$ cat src/rtl/core/dmc_pkg.sv
package dmc_pkg;

	localparam int ROW_W   = 7;
	localparam int COL_W   = 8;
	localparam int KIND_W  = 2;
	localparam int STAT_W  = 3;
	localparam int DEPTH_W = 14;
	localparam int OP_W    = 2;
	localparam int DIR_W   = 2;
	localparam int CROWS_W = 6;
	localparam int CCOLS_W = 7;
	localparam int CDATA_W = 7;

	localparam int MAX_CELL_ROWS_DEF = 32;
	localparam int MAX_CELL_COLS_DEF = 64;
	localparam int STACK_DEPTH_DEF   = 8192;

	localparam logic [OP_W-1:0] OP_START = 2'd0;
	localparam logic [OP_W-1:0] OP_STEP  = 2'd1;
	localparam logic [OP_W-1:0] OP_READ  = 2'd2;
	localparam logic [OP_W-1:0] OP_UNDEF = 2'd3;

	localparam logic [STAT_W-1:0] ST_STARTED  = 3'd0;
	localparam logic [STAT_W-1:0] ST_CARVED   = 3'd1;
	localparam logic [STAT_W-1:0] ST_BACKTRAK = 3'd2;
	localparam logic [STAT_W-1:0] ST_REJECTED = 3'd3;
	localparam logic [STAT_W-1:0] ST_FINISHED = 3'd4;
	localparam logic [STAT_W-1:0] ST_READ_ANS = 3'd5;

	localparam logic [KIND_W-1:0] KIND_WALL    = 2'd0;
	localparam logic [KIND_W-1:0] KIND_PASSAGE = 2'd1;
	localparam logic [KIND_W-1:0] KIND_MARK    = 2'd2;

	localparam logic CFG_CELL_ROWS = 1'b0;
	localparam logic CFG_CELL_COLS = 1'b1;

	// left, right, up, down
	localparam int STEP_DR [4] = '{0, 0, -1, 1};
	localparam int STEP_DC [4] = '{-1, 1, 0, 0};

	typedef struct packed {
		logic in_ready;
		logic start;
		logic fin_idle;
		logic clr;
		logic stk_rd;
		logic top_cap;
		logic row_rd;
		logic dec;
		logic mrd;
		logic mwr;
		logic rrd;
		logic rwt;
		logic resp_load;
	} cmd_t;

	typedef struct packed {
		logic            in_valid;
		logic [OP_W-1:0] in_op;
		logic            step_idle;
		logic            clr_last;
		logic            clr_start;
		logic            row_last;
		logic            dec_push;
		logic            out_free;
	} sts_t;

endpackage

$ cat src/rtl/core/dmc_ctrl.sv
module dmc_ctrl (
	input  logic          clk,
	input  logic          arst_n,
	input  dmc_pkg::sts_t sts,
	output dmc_pkg::cmd_t cmd
);
	typedef enum logic [12:0] {
		S_CLEAR = 13'h0001,
		S_IDLE  = 13'h0002,
		S_STK   = 13'h0004,
		S_TOP   = 13'h0008,
		S_ROW   = 13'h0010,
		S_CAP   = 13'h0020,
		S_DEC   = 13'h0040,
		S_MRD   = 13'h0080,
		S_MWR   = 13'h0100,
		S_RRD   = 13'h0200,
		S_RWT   = 13'h0400,
		S_RESP  = 13'h0800,
		S_SPARE = 13'h1000
	} state_t;

	state_t state_q, state_d;

	always_ff @(posedge clk or negedge arst_n) begin
		if (!arst_n) begin
			state_q <= S_CLEAR;
		end else begin
			state_q <= state_d;
		end
	end

	always_comb begin
		cmd = '0;
		state_d = state_q;
		case (state_q)
			S_CLEAR: begin
				cmd.clr = 1'b1;
				if (sts.clr_last) begin
					state_d = sts.clr_start ? S_RESP : S_IDLE;
				end
			end
			S_IDLE: begin
				cmd.in_ready = 1'b1;
				if (sts.in_valid) begin
					case (sts.in_op)
						dmc_pkg::OP_START: begin
							cmd.start = 1'b1;
							state_d = S_CLEAR;
						end
						dmc_pkg::OP_STEP: begin
							if (sts.step_idle) begin
								cmd.fin_idle = 1'b1;
								state_d = S_RESP;
							end else begin
								state_d = S_STK;
							end
						end
						dmc_pkg::OP_READ: state_d = S_RRD;
						default: state_d = S_IDLE;
					endcase
				end
			end
			S_STK: begin
				cmd.stk_rd = 1'b1;
				state_d = S_TOP;
			end
			S_TOP: begin
				cmd.top_cap = 1'b1;
				state_d = S_ROW;
			end
			S_ROW: begin
				cmd.row_rd = 1'b1;
				if (sts.row_last) begin
					state_d = S_CAP;
				end
			end
			S_CAP: state_d = S_DEC;
			S_DEC: begin
				cmd.dec = 1'b1;
				state_d = sts.dec_push ? S_MRD : S_RESP;
			end
			S_MRD: begin
				cmd.mrd = 1'b1;
				state_d = S_MWR;
			end
			S_MWR: begin
				cmd.mwr = 1'b1;
				state_d = S_RESP;
			end
			S_RRD: begin
				cmd.rrd = 1'b1;
				state_d = S_RWT;
			end
			S_RWT: begin
				cmd.rwt = 1'b1;
				state_d = S_RESP;
			end
			S_RESP: begin
				if (sts.out_free) begin
					cmd.resp_load = 1'b1;
					state_d = S_IDLE;
				end
			end
			default: state_d = S_IDLE;
		endcase
	end
endmodule

$ cat config.mk
export PLATFORM = sky130hd
export DESIGN_NAME = dmc_ctrl
export DESIGN_NICKNAME = d
export VERILOG_FILES = /design/src/rtl/core/dmc_pkg.sv /design/src/rtl/core/dmc_ctrl.sv
export SDC_FILE = /design/constraint.sdc
export NUM_CORES = 1
export LEC_CHECK = 0
export ABC_AREA = 0
export BUFFER_PORTS_ARGS = -buffer_cell sky130_fd_sc_hd__clkbuf_2
export CORE_MARGIN = 2
export CORE_UTILIZATION = 40
export DETAILED_ROUTE_END_ITERATION = 8
export GPL_ROUTABILITY_DRIVEN = 0
export PLACE_DENSITY = 0.76
export SLEW_MARGIN = 20
export SYNTH_ARGS = -nofsm -noshare
export SYNTH_HDL_FRONTEND = slang
export SYNTH_SLANG_ARGS = --single-unit
export TNS_END_PERCENT = 30
$ cat constraint.sdc
create_clock -name clk -period 2.1 [get_ports clk]
set_input_delay 0.42 -clock clk [delete_from_list [all_inputs] [get_ports clk]]
set_output_delay 0.42 -clock clk [all_outputs]
set_load 0.02 [all_outputs]
==> metrics.txt, run 1 <==
clk_skew=about 0.0024 ns; Worst Path Required=between 1.5 and 2 ns; slew at the pin closest to its max-slew limit=slightly above 0.4 ns; dpl hpwl=1750 um; Clk Tree Root Cell=clkbuf_4; routed wl met3=134 um; total wire length=2340 um; Hold Path Class=input pin to asynchronous set/reset pin; Top Registers=state_q: 12 flops; Met2 Wirelength=~1200 um; I/O pin count=24; Critical Path End Type=primary output; Final Hold Fails=0; DR WL/cell=between 10 and 15 um; final hold slack=0.0183 ns; worst skew pair latency=about 0.28 ns; synthesized flop and latch total=12; max reg flops=12; first-pass GRT wire length=3870 um; Num Clock Sinks=12; total CTS buffers=3; # rows=17; failing checks=negative setup slack; Die H=51.0 um; total track usage=around 20%; Finish-stage setup viols=11; sw power=about 0.6 mW; ANT nets after route=0; vias in the first global route=872; CP max stage delay=between 0.6 and 0.7 ns; pwr/cell area=1140 nW/um2; asr flop ratio synth=100%; top post-synthesis cells by area=dfrtp_1, nor4_4, nor3b_1, nor2_1, dfstp_2; CTS tree=done; most common cell in the netlist=dfrtp_1; Compound-Gate Fraction of Synth Area=12.3%; Clock Path Buffers=2; Post-synth top flop=dfrtp_1; Via density=5.53; initial standard-cell utilization of the core=41.2%; multiplexer share of the synthesized area=0%; sequential-to-total area share from yosys stat=34.1%; min Tclk post-route=~2.3 ns; XOR/XNOR Fraction of Synth Area=around 3%; largest family of logic cells by synthesized area=simple AND/OR/NAND/NOR gates; initial antenna violation count=0; status=finished, violations left; Max Fclk=between 400 and 500 MHz; Int Pwr=0.842 mW; VDD IR max=between 0.0006 and 0.0007 V; H-tree levels=1; setup TNS=-1.15 ns; Pins Over Slew Limit=0; Overflow after GRT=0; worst setup margin=-0.176 ns; pin count of the biggest net entering global routing=13; RSZ-0062 raised after global routing=yes; Core ar.=2150 um2; Worst slew margin=72.9%; Post-Synth Simple-Gate Area=47.7%; CP Max Fanout=5; share of post-route cells with drive strength above 1=54.6%; fin crit share=108%; power share of the clock group=12.9%; Synth Area in Adders=0%; Die Width=roughly 51 um; vias=874; layout net count=142; Unique masters post-synth=41; synthesized instance count=85; area grow syn2layout=44.0%; number of flops mapped to enable cells by yosys=0; Port Buf Inserts=23; Syn Nets=96; most instantiated cells after synthesis=dfrtp_1, nor2_1, nand2_1; Synth top area share=31.1%; Crit Path Class=flop to primary output; worst r2r path cells=5; Post-Syn Area=between 800 and 900 um2; top layer in use=met4; power share of the combinational group=between 60% and 70%; Initial DRT Pass Iterations=4; DRT iter0 DRCs=7; DRC=0; Syn. warnings=0; Sw Ratio=41.8%; Reg power frac=approximately 22%; Synth Area per Inst=10.4 um2; Clk pin slew, worst setup/hold paths=approximately 0.08 ns; arrival time at the worst endpoint=1.86 ns; Lkg Pwr=~0.58 nW; worst-path cell chain=buf_4 -> or4b_1 -> nor2_1 -> clkbuf_2; ANT cells=0; Top reg by flops=state_q; reg-to-reg slack, setup=0.13 ns; Die ar.=around 2600 um2; Crit-path slowest cell=or4b_1; largest area contributor in the netlist=dfrtp_1; Max Cap Violations=0; WL met1=between 900 and 1000 um; startpoint class of the critical path=flop
metrics by stage:
step	cells	util, %	setup slack, ns	power (mW)	cell area [um2]
3_5_place_dp	147	52.1	0.0672	1.14	1120
3_3_place_gp	147	52.1	0.117	1.12	1120
5_1_grt	158	59.3	-0.274	1.54	1270
4_1_cts	158	58.2	-0.204	1.40	1250
6_report	158	59.3	-0.176	1.45	1270
2_1_floorplan	85	-	-0.142	0.838	890
final timing paths:
path / from / end
setup / recovery: state_q[6] / cmd[6]
hold / removal: arst_n / state_q[3]
setup reg to reg: state_q[6] / state_q[2]
hold reg to reg: state_q[3] / state_q[3]
max in group asynchronous: arst_n / state_q[0]
min in group clk: sts[5] / state_q[2]
power groups by stage:
| stage | Combinational (mW) | Sequential (mW) | Clock (mW) |
|---|---|---|---|
| 3_5_place_dp | 0.819 | 0.323 | 0 |
| 3_3_place_gp | 0.799 | 0.319 | 0 |
| 4_1_cts | 0.888 | 0.320 | 0.193 |
| 2_1_floorplan | 0.506 | 0.332 | 0 |
| 5_1_grt | 1.00 | 0.326 | 0.212 |
| 6_report | 0.940 | 0.320 | 0.187 |
cell usage in the layout (no fill, tap or decap), types with 2 or more instances in the layout:
| cell | n |
|---|---|
| a31oi_1 | 2 |
| buf_4 | 26 |
| clkbuf_2 | 12 |
| clkbuf_4 | 5 |
| clkbuf_8 | 2 |
| dfrtp_1 | 10 |
| inv_1 | 3 |
| nand2_1 | 5 |
| nand2_2 | 3 |
| nand2b_1 | 2 |
| nand3b_1 | 3 |
| nor2_1 | 9 |
| nor3_2 | 3 |
| nor3b_1 | 4 |
| nor4_4 | 3 |
| nor4b_1 | 3 |
| nor4bb_1 | 2 |
| or2_4 | 2 |
| xor2_1 | 2 |
layer usage:
metal	global-route usage (%)	up-vias
met1	24.4	419
li1	-	416
met3	4.09	7
met4	9.46	0
met5	0	-
met2	34.2	32
cells by family after synthesis:
family,after synthesis
AND/OR/NAND/NOR,54
flip-flops,12
XOR/XNOR,3
buffers and inverters,5
AO/OA/AOI/OAI,11
worst max-delay path, delay by kind of cell (launching register included):
kind / cells / cell delay [ns]
flip-flops: 1 / 0.41
AND/OR/NAND/NOR: 2 / 0.82
buffers and inverters: 2 / 0.34
repair_timing:
action | 4_1_cts | 5_1_grt
setup endpoints to repair | 12 | 13
cloned | 0 | 0
buffers inserted | 7 | 0
pin swaps | 9 | 4
resized for setup | 15 | 13
hold buffers | 0 | 0
final cells by class:
cell class	instances	area (um2)
well taps	28	35.0
inverters	4	15.0
clock buffers	4	36.3
flip-flops and latches	12	303
fillers	185	875
repair buffers	42	289
multi-input cells	68	596
(Power assumes the default switching activity.)
==> inputs of run 2 (changes only) <==
==> constraint.sdc (replaced) <==
create_clock -name clk -period 2.1 [get_ports clk]
set_input_delay 0.105 -clock clk [delete_from_list [all_inputs] [get_ports clk]]
set_output_delay 0.105 -clock clk [all_outputs]
set_load 0.02 [all_outputs]
==> run 2 against run 1 <==
Against the previous run: the flow now finishes without violations; count of clock-buffer cells in the layout unchanged; first-iteration DRC count rose to 3.4 times the previous value; wire length down 2.7%; via count down 3.1%; maximum frequency up 13%; power down 12%; final cell count down 5.7%; register-to-register slack better by 0.07 ns; sequential cell count unchanged; combinational power down 22%; clock power up 7%; critical path type unchanged; critical endpoint is now cmd[11]; largest cell class unchanged; highest routed layer unchanged.
==> metrics.txt, run 2 (synthesis gave the netlist of run 1 again) <==
Port Buf Inserts=23 (unchanged); Max Fclk=495 MHz (+13%); # rows=17 (unchanged); filler cell count=205 (+11%); VDD IR max=0.000608 V (-12%); worst r2r path cells=6 (+1); Max Cap Violations=0 (unchanged); worst-path cell chain=nor4_4 -> buf_4 -> nand4_2 -> or2_4 -> nor3_2 -> buf_4; total track usage=19.0% (-1.2 points); top layer in use=met4; Clk Tree Root Cell=clkbuf_4; Setup crit start=state_q[4]; share of post-route cells with drive strength above 1=47.9% (-6.7 points); commonest non-fill, non-tap cell in the layout=clkbuf_2; Lkg Pwr=0.523 nW (-10%); initial standard-cell utilization of the core=41.2% (unchanged); startpoint class of the critical path=flop; Die ar.=2600 um2 (unchanged); reg-to-reg slack, setup=0.20 ns (+0.07 ns); worst flop-to-flop path startpoint=state_q[3]; setup TNS=0 ns (+1.15 ns); initial antenna violation count=0 (unchanged); ANT cells=0 (unchanged); Pins Over Slew Limit=0 (unchanged); Final Hold Fails=0 (unchanged); worst setup margin=0.0792 ns (+0.255 ns); vias in the first global route=763 (-13%); Crit-path slowest cell=dfrtp_1; status=completed; Initial DRT Pass Iterations=4 (unchanged); Int Pwr=0.712 mW (-15%); total wire length=2280 um (-2.7%); WL met1=1010 um (+1.4%); commonest non-fill, non-tap cells in the layout=clkbuf_2, nor2_1, buf_4, dfrtp_1, nand2_1; Worst path depth=6 (+2); max reg flops=12 (unchanged); Top Registers=state_q: 12 flops; DRC=0 (unchanged); Clk pin slew, worst setup/hold paths=0.08 ns (about the same); Overflow after GRT=0 (unchanged); first-pass GRT wire length=3640 um (-5.9%); I/O pin count=24 (unchanged); worst r2r dst=state_q[11]; clk_skew=0.0114 ns (+0.00899 ns); Finish-stage setup viols=0 (-11); Top reg by flops=state_q; pin count of the biggest net entering global routing=13 (unchanged); area grow syn2layout=32.2%; worst skew pair latency=0.29 ns (about the same); Critical Path End Type=primary output; arrival time at the worst endpoint=1.92 ns (+0.06 ns); CP Max Fanout=4 (-1); power share of the combinational group=57.3% (-7.7 points); Die Width=51.0 um (unchanged); CTS tree=done; Sw Ratio=44.1% (+2.3 points); Hold Path Class=input pin to flop; footprint of the multi-input gates=574 um2 (-3.6%); Clock Path Buffers=2 (unchanged); Post-Place Setup Slack=0.216 ns (+0.149 ns); Reg power frac=27.0% (+4.9 points); Setup crit end=cmd[11]; CP max stage delay=0.43 ns (-0.22 ns); Via density=5.68 (+2.8%); final hold slack=0.0522 ns (+0.0338 ns); sw power=0.563 mW (-6.9%); Worst Path Required=2.00 ns (+0.32 ns); layout net count=133 (-6.3%); fin crit share=96.2% (-12 points); min Tclk post-route=2.02 ns (-0.255 ns); power share of the clock group=15.7% (+2.8 points); pwr/cell area=1090 nW/um2 (-4.0%); Die H=51.0 um (unchanged); slew at the pin closest to its max-slew limit=0.422 ns (+0.0193 ns); dpl hpwl=1590 um (-9.1%); DRT iter0 DRCs=24 (+17); ANT nets after route=0 (unchanged); H-tree levels=1 (unchanged); routed wl met3=99 um (-26%); RSZ-0062 raised after global routing=yes; vias=847 (-3.1%); most used cell, CP=buf_4; Register Area=307 um2 (+1.2%); Worst path top cell family by delay=simple AND/OR/NAND/NOR gates; Core ar.=2150 um2 (unchanged); Met2 Wirelength=1130 um (-3.3%); Num Clock Sinks=12 (unchanged); Crit Path Class=flop to primary output; Worst slew margin=71.8% (-1.2 points); CP bufs+invs=2 (unchanged); DR WL/cell=15.3 um (+3.1%); total CTS buffers=3 (unchanged)
-- run 2: cell count changes in the layout (fill, tap and decap cells not counted), moves of 2 or more --
| cell | delta |
|---|---|
| dlygate4sd3_1 | +3 |
| buf_4 | -17 |
| dfrtp_1 | -3 |
| clkbuf_2 | +8 |
| clkbuf_4 | -2 |
| dfrtp_2 | +3 |
-- run 2: worst min path at each step --
stage / cells after the start / start / endpoint
after global placement: 1 / arst_n / state_q[3]
after global routing: 2 / sts[1] / state_q[7]
final: 2 / sts[1] / state_q[7]
after CTS: 2 / sts[1] / state_q[7]
after floorplan: 0 / arst_n / state_q[10]
after detailed placement: 1 / arst_n / state_q[3]
-- run 2: final cells by class --
| cell class | instances | share of cell area (%) |
|---|---|---|
| repair buffers | 33 | 17.3 |
| clock buffers | 4 | 3.10 |
| flip-flops and latches | 12 | 26.2 |
| inverters | 4 | 1.28 |
| well taps | 28 | 2.99 |
| multi-input cells | 68 | 49.1 |
-- run 2: through the flow --
stage / total power, mW / cells / instance area, um2 / utilization [%]
floorplan: 0.835 / 85 / 885 / -
global placement: 1.00 / 138 / 1050 / 48.7
detailed placement: 1.02 / 138 / 1050 / 48.7
CTS: 1.25 / 148 / 1140 / 52.9
global route: 1.37 / 149 / 1170 / 54.5
finish: 1.27 / 149 / 1170 / 54.5
-- run 2: power groups by stage --
stage | registers [mW] | logic, mW | clock network [mW]
2_1_floorplan | 0.331 | 0.503 | 0
3_5_place_dp | 0.344 | 0.672 | 0
5_1_grt | 0.351 | 0.803 | 0.211
3_3_place_gp | 0.342 | 0.660 | 0
4_1_cts | 0.341 | 0.716 | 0.197
6_report | 0.344 | 0.731 | 0.200
-- run 2: repair_timing --
item | in CTS | in global routing
resized for setup | 1 | 12
setup buffers | 3 | 1
hold buffers | 3 | 0
setup endpoints to repair | 3 | 6
pin swaps | 3 | 4
endpoints found under the hold margin | 14 | 0
-- run 2: per-layer routing --
metal	up-vias	GRT usage, %
met5	-	0
met4	0	9.46
met3	7	3.22
met2	32	30.1
met1	408	25.0
li1	400	-
